$ cat config.mk
export PLATFORM = sky130hd
export DESIGN_NAME = signed_value_ascii_frame_packer
export DESIGN_NICKNAME = d
export VERILOG_FILES = /design/src/design/svafp_pkg.sv /design/src/design/svafp_front.sv /design/src/design/svafp_queue.sv /design/src/design/svafp_back.sv /design/src/design/signed_value_ascii_frame_packer.sv
export SDC_FILE = /design/constraint.sdc
export NUM_CORES = 1
export LEC_CHECK = 0
export ABC_AREA = 1
export BUFFER_PORTS_ARGS = -buffer_cell sky130_fd_sc_hd__buf_4
export CORE_ASPECT_RATIO = 0.8
export CORE_MARGIN = 4
export CORE_UTILIZATION = 41
export CTS_CLUSTER_SIZE = 28
export DETAILED_ROUTE_END_ITERATION = 16
export PLACE_DENSITY = 0.69
export SKIP_LAST_GASP = 1
export SYNTH_ARGS = -nofsm -noshare
export SYNTH_HDL_FRONTEND = slang
export SYNTH_HIERARCHICAL = 1
export SYNTH_SLANG_ARGS = --single-unit
$ cat constraint.sdc
create_clock -name clk -period 5.57 [get_ports clk]
set_input_delay 1.114 -clock clk [delete_from_list [all_inputs] [get_ports clk]]
set_output_delay 1.114 -clock clk [all_outputs]
set_load 0.05 [all_outputs]
$ cat src/design/svafp_pkg.sv
// Shared types and constants of the signed value ASCII frame packer.
package svafp_pkg;

	localparam int unsigned MAG_W = 10;
	localparam int unsigned DIGIT_W = 4;

	localparam logic [MAG_W-1:0] SAT_LIMIT_RESET = 10'd600;
	localparam logic [MAG_W-1:0] SAT_LIMIT_MAX = 10'd999;

	// Register index of the saturation limit
	localparam logic REG_SAT_LIMIT = 1'b0;

	localparam logic [7:0] CHAR_LEAD = 8'h64;
	localparam logic [7:0] CHAR_COLON = 8'h3A;
	localparam logic [7:0] CHAR_LF = 8'd10;
	localparam logic [7:0] CHAR_CR = 8'd13;
	localparam logic [7:0] CHAR_ZERO = 8'h30;
	localparam logic [7:0] CHAR_ONE = 8'h31;

	// One classified value waiting for serialization
	typedef struct packed {
		logic neg;
		logic first;
		logic last;
		logic [DIGIT_W-1:0] d2;
		logic [DIGIT_W-1:0] d1;
		logic [DIGIT_W-1:0] d0;
	} entry_t;

	// Queue head as seen by the serializer
	typedef struct packed {
		logic empty;
		entry_t head;
	} q_status_t;

	// Byte slot within the bytes of one value
	typedef enum logic [2:0] {
		SLOT_LEAD,
		SLOT_SIGN,
		SLOT_D2,
		SLOT_D1,
		SLOT_D0,
		SLOT_SEP,
		SLOT_CR
	} slot_t;

endpackage

$ cat src/design/svafp_front.sv
// Front end: accepts values, saturates them and splits the magnitude into decimal digits.
module svafp_front import svafp_pkg::*; #(
	parameter int unsigned VALUES_PER_FRAME = 6
) (
	input  logic               clk,
	input  logic               arst_n,
	input  logic               push,
	output logic               full,
	input  logic signed [31:0] value_in,
	input  logic [MAG_W-1:0]   sat_limit,
	input  logic               q_full,
	output logic               q_push,
	output entry_t             q_data
);

	localparam int unsigned FRAME_LEN = (VALUES_PER_FRAME < 2) ? 2 :
		((VALUES_PER_FRAME > 7) ? 7 : VALUES_PER_FRAME);
	localparam logic [2:0] LAST_POS = 3'(FRAME_LEN - 1);

	logic [2:0] pos_q;

	logic v_s1, v_s2, v_s3;
	logic neg_s1, first_s1, last_s1;
	logic [MAG_W-1:0] mag_s1;
	logic neg_s2, first_s2, last_s2;
	logic [DIGIT_W-1:0] d2_s2;
	logic [6:0] rem_s2;
	entry_t ent_s3;

	logic adv3, ld3, adv2, ld2, adv1, ld1, accept;
	logic [31:0] raw, mag_in;
	logic neg_in;
	logic [MAG_W-1:0] lim_eff, mag_sat;
	logic [15:0] prod_h;
	logic [DIGIT_W-1:0] hund;
	logic [MAG_W-1:0] rem_h;
	logic [14:0] prod_t;
	logic [DIGIT_W-1:0] tens;
	logic [6:0] ones_w;

	// Stall chain from the queue back to the input
	always_comb begin
		adv3 = v_s3 & ~q_full;
		ld3 = ~v_s3 | adv3;
		adv2 = v_s2 & ld3;
		ld2 = ~v_s2 | adv2;
		adv1 = v_s1 & ld2;
		ld1 = ~v_s1 | adv1;
		full = ~ld1;
		accept = push & ~full;
		q_push = adv3;
		q_data = ent_s3;
	end

	// Take magnitude and saturate against the limit
	always_comb begin
		raw = value_in;
		neg_in = raw[31];
		mag_in = neg_in ? (32'd0 - raw) : raw;
		lim_eff = (sat_limit > SAT_LIMIT_MAX) ? SAT_LIMIT_MAX : sat_limit;
		mag_sat = (mag_in > {22'd0, lim_eff}) ? lim_eff : mag_in[MAG_W-1:0];
	end

	// Hundreds digit by reciprocal multiply, valid below 1000
	always_comb begin
		prod_h = 16'(mag_s1) * 16'd41;
		hund = prod_h[15:12];
		rem_h = mag_s1 - 10'(hund) * 10'd100;
	end

	// Tens and ones digits by reciprocal multiply
	always_comb begin
		prod_t = 15'(rem_s2) * 15'd205;
		tens = prod_t[14:11];
		ones_w = rem_s2 - 7'(tens) * 7'd10;
	end

	// Track position within the frame
	always_ff @(posedge clk or negedge arst_n) begin
		if (!arst_n) begin
			pos_q <= 3'd0;
		end else if (accept) begin
			pos_q <= (pos_q == LAST_POS) ? 3'd0 : pos_q + 3'd1;
		end
	end

	// Advance stage valids
	always_ff @(posedge clk or negedge arst_n) begin
		if (!arst_n) begin
			v_s1 <= 1'b0;
			v_s2 <= 1'b0;
			v_s3 <= 1'b0;
		end else begin
			if (ld1) v_s1 <= accept;
			if (ld2) v_s2 <= v_s1;
			if (ld3) v_s3 <= v_s2;
		end
	end

	// Stage payloads
	always_ff @(posedge clk) begin
		if (ld1 && accept) begin
			neg_s1 <= neg_in;
			mag_s1 <= mag_sat;
			first_s1 <= (pos_q == 3'd0);
			last_s1 <= (pos_q == LAST_POS);
		end
		if (adv1) begin
			neg_s2 <= neg_s1;
			first_s2 <= first_s1;
			last_s2 <= last_s1;
			d2_s2 <= hund;
			rem_s2 <= rem_h[6:0];
		end
		if (adv2) begin
			ent_s3.neg <= neg_s2;
			ent_s3.first <= first_s2;
			ent_s3.last <= last_s2;
			ent_s3.d2 <= d2_s2;
			ent_s3.d1 <= tens;
			ent_s3.d0 <= ones_w[DIGIT_W-1:0];
		end
	end

endmodule

$ cat src/design/svafp_queue.sv
// Two-entry queue between the front end and the serializer.
module svafp_queue import svafp_pkg::*; (
	input  logic      clk,
	input  logic      arst_n,
	input  logic      wr_en,
	input  entry_t    wr_data,
	output logic      q_full,
	input  logic      rd_en,
	output q_status_t status
);

	entry_t mem_q [2];
	logic wr_ptr_q, rd_ptr_q;
	logic [1:0] count_q;

	always_comb begin
		q_full = (count_q == 2'd2);
		status.empty = (count_q == 2'd0);
		status.head = mem_q[rd_ptr_q];
	end

	// Store requests
	always_ff @(posedge clk) begin
		if (wr_en) mem_q[wr_ptr_q] <= wr_data;
	end

	// Move pointers and count
	always_ff @(posedge clk or negedge arst_n) begin
		if (!arst_n) begin
			wr_ptr_q <= 1'b0;
			rd_ptr_q <= 1'b0;
			count_q <= 2'd0;
		end else begin
			if (wr_en) wr_ptr_q <= ~wr_ptr_q;
			if (rd_en) rd_ptr_q <= ~rd_ptr_q;
			case ({wr_en, rd_en})
				2'b10: count_q <= count_q + 2'd1;
				2'b01: count_q <= count_q - 2'd1;
				default: count_q <= count_q;
			endcase
		end
	end

endmodule

$ cat src/design/svafp_back.sv
// Serializer: frame bytes of each queued value, one per cycle if not stalled.
module svafp_back import svafp_pkg::*; (
	input  logic      clk,
	input  logic      arst_n,
	input  q_status_t status,
	output logic      rd_en,
	output logic      empty,
	input  logic      pop,
	output logic [7:0] out_byte,
	output logic      last_of_run,
	output logic      end_of_frame
);

	slot_t slot_q, slot_d, cur_slot;
	logic out_valid_q;
	logic [7:0] byte_q;
	logic last_q, eof_q;

	logic emit, done;
	logic [7:0] byte_d;
	entry_t head;

	assign empty = ~out_valid_q;
	assign out_byte = byte_q;
	assign last_of_run = last_q;
	assign end_of_frame = eof_q;

	// Pick the byte for the current slot
	always_comb begin
		head = status.head;
		emit = ~status.empty & (~out_valid_q | pop);
		cur_slot = (slot_q == SLOT_LEAD && !head.first) ? SLOT_SIGN : slot_q;
		done = 1'b0;
		slot_d = slot_q;
		case (cur_slot)
			SLOT_LEAD: begin
				byte_d = CHAR_LEAD;
				slot_d = SLOT_SIGN;
			end
			SLOT_SIGN: begin
				byte_d = head.neg ? CHAR_ONE : CHAR_ZERO;
				slot_d = SLOT_D2;
			end
			SLOT_D2: begin
				byte_d = CHAR_ZERO + 8'(head.d2);
				slot_d = SLOT_D1;
			end
			SLOT_D1: begin
				byte_d = CHAR_ZERO + 8'(head.d1);
				slot_d = SLOT_D0;
			end
			SLOT_D0: begin
				byte_d = CHAR_ZERO + 8'(head.d0);
				slot_d = SLOT_SEP;
			end
			SLOT_SEP: begin
				byte_d = head.last ? CHAR_LF : CHAR_COLON;
				done = ~head.last;
				slot_d = head.last ? SLOT_CR : SLOT_LEAD;
			end
			SLOT_CR: begin
				byte_d = CHAR_CR;
				done = 1'b1;
				slot_d = SLOT_LEAD;
			end
			default: begin
				byte_d = CHAR_CR;
				done = 1'b1;
				slot_d = SLOT_LEAD;
			end
		endcase
		rd_en = emit & done;
	end

	// Slot state
	always_ff @(posedge clk or negedge arst_n) begin
		if (!arst_n) begin
			slot_q <= SLOT_LEAD;
		end else if (emit) begin
			slot_q <= slot_d;
		end
	end

	// Output register valid
	always_ff @(posedge clk or negedge arst_n) begin
		if (!arst_n) begin
			out_valid_q <= 1'b0;
		end else if (emit) begin
			out_valid_q <= 1'b1;
		end else if (pop) begin
			out_valid_q <= 1'b0;
		end
	end

	// Output register payload
	always_ff @(posedge clk) begin
		if (emit) begin
			byte_q <= byte_d;
			last_q <= done;
			eof_q <= done & head.last;
		end
	end

`ifndef SYNTHESIS
	a_eof_is_cr: assert property (@(posedge clk) disable iff (!arst_n)
		out_valid_q && eof_q |-> last_q && byte_q == CHAR_CR)
		else $error("end of frame on a byte other than the closing CR");

	a_cr_slot_needs_last: assert property (@(posedge clk) disable iff (!arst_n)
		slot_q == SLOT_CR |-> !status.empty && status.head.last)
		else $error("CR slot reached without a last value at the head");

	a_pop_entry_not_empty: assert property (@(posedge clk) disable iff (!arst_n)
		rd_en |-> !status.empty)
		else $error("queue entry released while queue is empty");

	a_slot_restarts: assert property (@(posedge clk) disable iff (!arst_n)
		rd_en |=> slot_q == SLOT_LEAD)
		else $error("slot not restarted after a value finished");
`endif

endmodule

$ cat src/design/signed_value_ascii_frame_packer.sv
// Signed value ASCII frame packer: values go in through push/full, frame bytes come out
// through empty/pop, one byte per clock at best. A value takes five output bytes ('d' is
// added on the first value of a frame, LF and CR replace ':' on the last), so the output
// byte rate of the serializer limits the value rate; a value passes through the front-end
// stages s1, s2 and s3, the queue and the output register before it reaches the output.
// The saturation limit is written at APB addresses 0 to 3 (paddr[2] low) and reads back
// from every address as its low ten bits; limits above 999 act as 999.
module signed_value_ascii_frame_packer import svafp_pkg::*; #(
	parameter int unsigned VALUES_PER_FRAME = 6
) (
	input  logic               clk,
	input  logic               arst_n,
	input  logic               psel,
	input  logic               penable,
	input  logic               pwrite,
	input  logic [2:0]         paddr,
	input  logic [31:0]        pwdata,
	output logic [31:0]        prdata,
	output logic               pready,
	input  logic               push,
	output logic               full,
	input  logic signed [31:0] value_in,
	output logic               empty,
	input  logic               pop,
	output logic [7:0]         out_byte,
	output logic               last_of_run,
	output logic               end_of_frame
);

	logic [MAG_W-1:0] sat_limit_q;
	logic cfg_wr;
	logic q_full, q_push, q_pop;
	entry_t q_data;
	q_status_t q_status;

	assign pready = 1'b1;
	assign prdata = {22'd0, sat_limit_q};
	assign cfg_wr = psel & penable & pwrite & pready & (paddr[2] == REG_SAT_LIMIT);

	// Saturation limit register
	always_ff @(posedge clk or negedge arst_n) begin
		if (!arst_n) begin
			sat_limit_q <= SAT_LIMIT_RESET;
		end else if (cfg_wr) begin
			sat_limit_q <= pwdata[MAG_W-1:0];
		end
	end

	svafp_front #(
		.VALUES_PER_FRAME(VALUES_PER_FRAME)
	) u_front (
		.clk(clk),
		.arst_n(arst_n),
		.push(push),
		.full(full),
		.value_in(value_in),
		.sat_limit(sat_limit_q),
		.q_full(q_full),
		.q_push(q_push),
		.q_data(q_data)
	);

	svafp_queue u_queue (
		.clk(clk),
		.arst_n(arst_n),
		.wr_en(q_push),
		.wr_data(q_data),
		.q_full(q_full),
		.rd_en(q_pop),
		.status(q_status)
	);

	svafp_back u_back (
		.clk(clk),
		.arst_n(arst_n),
		.status(q_status),
		.rd_en(q_pop),
		.empty(empty),
		.pop(pop),
		.out_byte(out_byte),
		.last_of_run(last_of_run),
		.end_of_frame(end_of_frame)
	);

endmodule
**Yosys cells after proc, flatten, opt, wreduce, memory -nomap -nowiden**

Memory sizes are Yosys's and may differ from the RTL's.
Cells that the tools add are included.

- Add/sub/neg operators: 9
- $mul: 4
- $lt $le $gt $ge: 2
- Equality and inequality tests: 9
- Muxes and demuxes: 16
- Bitwise gates (word level): 25
- Reduce and logical (&&, ||, !) cells: 10

Operator list:

| operator | number |
|---|---|
| 8-bit case mux with 6 select lines | 1 |
| 32-bit by 10-bit > comparator with 1-bit output | 1 |
| 32-bit 2-to-1 mux | 1 |
| 1-bit by 32-bit subtractor with 32-bit output, first input constant | 1 |
| 6-bit by 4-bit adder with 7-bit output, first input constant | 3 |
| 10-bit 2-to-1 mux | 2 |
| 3-bit case mux with 6 select lines | 1 |
| 10-bit by 6-bit multiplier with 16-bit output, second input constant | 1 |
| 7-bit by 8-bit multiplier with 15-bit output, second input constant | 1 |
| 1-bit inverter | 11 |
| 1-bit AND | 10 |
| 10-bit > comparator, second input constant | 1 |
| 3-bit == test, second input constant | 3 |
| 3-bit logical NOT | 3 |
| 3-bit 2-to-1 mux | 3 |
| 7-bit subtractor | 1 |
| 3-bit by 2-bit == test with 1-bit output, second input constant | 2 |
| 6-bit 2-to-1 mux | 1 |
| 4-bit by 5-bit multiplier with 5-bit output, second input constant | 1 |
| 1-bit 2-to-1 mux | 5 |
| 5-bit OR reduction | 1 |
| 2-bit == test, second input constant | 2 |
| 4-bit by 3-bit multiplier with 3-bit output, second input constant | 1 |
| 1-bit bitwise OR | 4 |
| other kinds (12) | 14 |

- Register bits after elaboration: 76
- RAM bits: 30
- Input port bits: 74
- Output and inout bits: 45
- Memories kept: 1

Memory list:

| name | words | bits a word | rd ports | clocked after Yosys merged registers in | wr ports | RTL line | source |
|---|---|---|---|---|---|---|---|
| u_queue.mem_q | 2 | 15 | 1 | 0 | 1 | svafp_queue.sv:12 | `entry_t mem_q [2];` |

**Longest topological paths before layout**

- Depth in word-level cells: 10
- Depth in mapped cells: 23

**By module**

Netlist, hierarchy kept.

Modules (own cells, without submodules):

| module | times used | cells each | area an instance (sq um) |
|---|---|---|---|
| svafp_front | 1 | 595 | 4828.4 |
| svafp_queue | 1 | 102 | 1311.3 |
| svafp_back | 1 | 83 | 769.5 |
| signed_value_ascii_frame_packer | 1 | 72 | 608.1 |

**Least setup slack after synthesis**

Ideal clock, no wire load.

- Kind: reg2reg
- Start point: reg u_front.rem_s2[2]
- End point: reg u_front.ent_s3, in the netlist u_front/q_data[3], data pin
- Setup time: 0.263 ns
- Arrival time: 3.850 ns
- Slack: 1.458 ns
- Stages on the path, launching flop included: 17
- Period minus slack after synthesis: 4.112 ns
- Path through: edfxtp_1 ha_1 ha_1 or2_2 fa_1 ha_1 ha_1 a21oi_1 o21a_1 nand2_1 xor2_1 ha_1 inv_1 fa_1 xnor2_1 xor2_1 xor2_1

- Word-level cells in the longest chain between the ends: 3

Ends and longest elaborated chain:

| element | RTL line | source |
|---|---|---|
| start: declaration | svafp_front.sv:27 | `logic [6:0] rem_s2;` |
| start signal: assignment | svafp_front.sv:113 | `rem_s2 <= rem_h[6:0];` |
| 7-bit by 8-bit multiplier with 15-bit output | svafp_front.sv:73 | `prod_t = 15'(rem_s2) * 15'd205;` |
| via u_front.prod_t[11] | svafp_front.sv:37 | `logic [14:0] prod_t;` |
| 4-bit by 3-bit multiplier with 3-bit output | svafp_front.sv:75 | `ones_w = rem_s2 - 7'(tens) * 7'd10;` |
| 4-bit subtractor | svafp_front.sv:75 |  |
| via u_front.ones_w[3] | svafp_front.sv:39 | `logic [6:0] ones_w;` |
| end: declaration | svafp_front.sv:28 | `entry_t ent_s3;` |

The timed path passes the listed nets, and every way through them passes these cells.
A chain may end at the register's enable or synchronous reset.

**Final worst setup path**

- Start point: reg u_front.mag_s1[6]
- End point: reg u_front.rem_s2[6], data pin

- Word-level cells in the longest chain between the ends: 3

Ends and longest elaborated chain:

| element | RTL line | source |
|---|---|---|
| start: declaration | svafp_front.sv:24 | `logic [MAG_W-1:0] mag_s1;` |
| start signal: assignment | svafp_front.sv:104 | `mag_s1 <= mag_sat;` |
| 10-bit by 6-bit multiplier with 16-bit output | svafp_front.sv:66 | `prod_h = 16'(mag_s1) * 16'd41;` |
| via u_front.prod_h[15] | svafp_front.sv:34 | `logic [15:0] prod_h;` |
| 4-bit by 5-bit multiplier with 5-bit output | svafp_front.sv:68 | `rem_h = mag_s1 - 10'(hund) * 10'd100;` |
| 7-bit subtractor | svafp_front.sv:68 |  |
| via u_front.rem_h[6] | svafp_front.sv:36 | `logic [MAG_W-1:0] rem_h;` |

The timed path passes the listed nets, and every way through them passes these cells.

==> flow_summary.json <==
{
  "ir_worst_vdd_v": 0.0005027,
  "vias": 5439,
  "first_pass_iters": 5,
  "place.port_buffers": 70,
  "pwr-share-seq_pct": 29.6,
  "synth_cell_types": 47,
  "nets": 1092,
  "intPower_uw": 2968,
  "rsz0062_at_grt": "no",
  "drt_iter0_markers": 271,
  "switching_share_pct": 45.33,
  "hp-class": "flip-flop to flip-flop",
  "wl_per_cell_um": 11.95,
  "fill_cells": 1689,
  "ys_seq_area_share_pct": 40.41,
  "netlist_area_um2": 7517,
  "rows": 43,
  "cts_resized": 0,
  "numClockSinks": 105,
  "crit_fanout": 4,
  "cts_buffers": 9,
  "grt_use_total_pct": 13.71,
  "fin_util_pct": 47.77,
  "crit_top_cell": "ha_1",
  "start_kind": "flip-flop",
  "areaGrowthSynthToFinish_pct": 12.13,
  "postCtsSetupBuffers": 0,
  "grt_overflow_total": 0,
  "clk_latency_ns": 0.34,
  "async_flop_share_pct": 22.86,
  "grt_pass1_vias": 5203,
  "critPathCapture": "u_front/rem_s2[6]",
  "syn_area_per_cell_um2": 8.823,
  "root_buffer": "clkbuf_16",
  "critPathArrivalTime_ns": 4.57,
  "met1_length_um": 6823,
  "fp.dieArea_um2": 20580,
  "avgViaCountPerCell": 4.730,
  "die_w_um": 159.4,
  "coreArea_um2": 17650,
  "cp_num_buf_inv": 2,
  "syn_inst": 852,
  "synth_ff_type": "edfxtp_1",
  "ant_nets": 0,
  "grt_max_degree": 37,
  "end_kind": "flip-flop",
  "crit_type": "flip-flop to flip-flop",
  "r2r-start": "u_front/mag_s1[6]",
  "status": "completed",
  "critical_path_cell_count": 21,
  "clkTransAtPathRegs_ns": 0.07,
  "crit_start": "u_front/mag_s1[6]",
  "layout_min_cycle_time_ns": 4.472,
  "place_hpwl_um": 11010,
  "slowest_stage": "edfxtp_1",
  "fin_setup_tns_ns": 0,
  "finalMaxSlewViolations": 0,
  "antenna_found_initial": 0,
  "power_switching_uw": 2461,
  "max_stage_delay_ns": 0.50,
  "synth_warnings": 6,
  "crit_chain": "ha_1 > fa_1 > ha_1 > ha_1 > a21oi_1 > nor2_1 > a211oi_1 > nand2_1 > a21o_1 > a21oi_1 > xnor2_1 > ha_1 > inv_1 > ha_1 > a21o_1 > a31oi_1 > inv_1 > nand2_1 > nand2_1 > nand3_1 > nand2_1",
  "top_layer": "met4",
  "timing.fmax_mhz": 223.6,
  "p_per_area_nw_per_um2": 644.1,
  "setup_viol": 0,
  "synth-edff-count": 81,
  "synth-seq-cells": 105,
  "cts_tree": "built",
  "hold_viol_final": 0,
  "cap_violations": 0,
  "finClkSkew_ns": 0.007401,
  "final_common_cell": "nand2_1",
  "crit_family": "adder cells",
  "holdBufCountCts": 0,
  "p_comb_share_pct": 59.4,
  "p_clk_share_pct": 11.1,
  "crit_required_ns": 5.67,
  "initial_core_util_pct": 42.60,
  "reg2reg_to": "u_front/rem_s2[6]",
  "antenna_cells": 0,
  "ff2ff_setup_slack_ns": 1.10,
  "grt_pass1_wl_um": 23400,
  "wl_met2_um": 6169,
  "clock_path_buffers": 2,
  "drive_above_1_share_pct": 14.05,
  "mostFrequentLayoutCells": "nand2_1 (197), inv_1 (127), ha_1 (84), edfxtp_1 (81), buf_4 (74)",
  "tightest_slew_ns": 0.9924,
  "fp.dieH_um": 129.1,
  "ioPinCount": 119,
  "routed-wl-met3_um": 611,
  "cellLeakagePower_uw": 0.004222,
  "htreeDepth": 3,
  "place_congestion": 0.9118,
  "min_period_over_period_pct": 80.29,
  "r2r_cells": 21,
  "wl_um": 13740,
  "slew_headroom_pct": 32.13,
  "drc": 0
}
==> layer usage <==
metal | GRT usage, % | vias to the layer above
met5 | 0 | -
met4 | 2.755 | 0
met3 | 3.052 | 13
met2 | 22.41 | 111
met1 | 19.04 | 2437
li1 | - | 2878
==> power groups by stage <==
stage | Clock, uW | Combinational (uW) | Sequential [uW]
floorplan | 0 | 2450 | 1690
global placement | 0 | 3140 | 1610
detailed placement | 0 | 3230 | 1620
CTS | 619 | 3260 | 1610
global route | 651 | 3710 | 1650
finish | 600 | 3220 | 1600
==> synthesized netlist by cell type, types with 2 or more instances <==
cell      number  share of area (%)
a211oi_1       2               0.20
nand2_2        7               0.58
nand4_1       12                1.0
nor2_2         8               0.67
inv_1        127                6.3
conb_1         3               0.15
buf_2          4               0.27
nand2_1      197                9.8
a21oi_1       24                1.6
nor2_1        62                3.1
dfstp_2        4                1.4
or2_2          4               0.33
edfxtp_1      81                 32
nand3b_1       6               0.60
ha_1          84                 14
nor3_1         3               0.20
buf_4         27                2.7
o21bai_1       2               0.20
a21o_1         2               0.20
dfrtp_1       20                6.7
xnor2_1        6               0.70
o21ai_0       26                1.7
inv_2          4               0.20
fa_1          14                3.7
buf_6          6               0.90
xor2_1        22                2.6
nand3_2        3               0.40
nor2_4         3               0.45
nand3_1       69                4.6
o21a_1         3               0.30
==> through the flow <==
step | cell area [um^2] | setup WS, ns | power, uW | instances | hold slack (ns)
2_1_floorplan | 7596 | 1.458 | 4135 | 873 | 0.4003
3_3_place_gp | 8139 | 1.152 | 4752 | 1134 | 0.4015
3_5_place_dp | 8139 | 1.112 | 4851 | 1134 | 0.4045
4_1_cts | 8429 | 1.074 | 5486 | 1150 | 0.4194
5_1_grt | 8429 | 0.7909 | 6005 | 1150 | 0.4206
6_report | 8429 | 1.098 | 5429 | 1150 | 0.4163
==> state kept, by name (all words and copies together), names as in the netlist, 2 cells and up <==
register         count
u_queue/count_q      2
u_back/out_byte      7
u_front/mag_s1      10
u_back/slot_q        3
u_front/q_data      15
u_queue/mem_q       30
u_front/pos_q        3
u_front/d2_s2        4
u_front/rem_s2       7
sat_limit_q         10
==> worst min-delay path by stage <==
stage,end,depth (start not counted),start
3_3_place_gp,u_front/q_data[12],0,u_front/last_s2
2_1_floorplan,u_front/first_s2,0,u_front/first_s1
4_1_cts,u_front/q_data[8],0,u_front/d2_s2[0]
5_1_grt,u_front/q_data[8],0,u_front/d2_s2[0]
6_report,u_front/q_data[11],0,u_front/d2_s2[3]
3_5_place_dp,u_front/q_data[10],0,u_front/d2_s2[2]
==> cell type report <==
type / instances / area [um^2] / share of cell area, %
well taps: 225 / 281.5 / 3.340
inverters: 134 / 515.5 / 6.115
repair buffers: 74 / 555.5 / 6.590
flip-flops and latches: 105 / 3038 / 36.04
clock inverters: 7 / 65.06 / 0.7719
clock buffers: 9 / 225.2 / 2.672
multi-input cells: 596 / 3749 / 44.47
==> cells by family (layout without fill, tap and decap cells) <==
family          after synthesis  in the layout  synth area share [%]
xor+xnor                     28             28                 3.262
fa+ha+maj                    98             98                 17.71
simple gates                378            378                 22.39
buf+inv                     172            224                 10.77
compound gates               68             68                 5.310
other cells                   3             24                0.1498
flops                       105            105                 40.41
(Power assumes the default switching activity.)
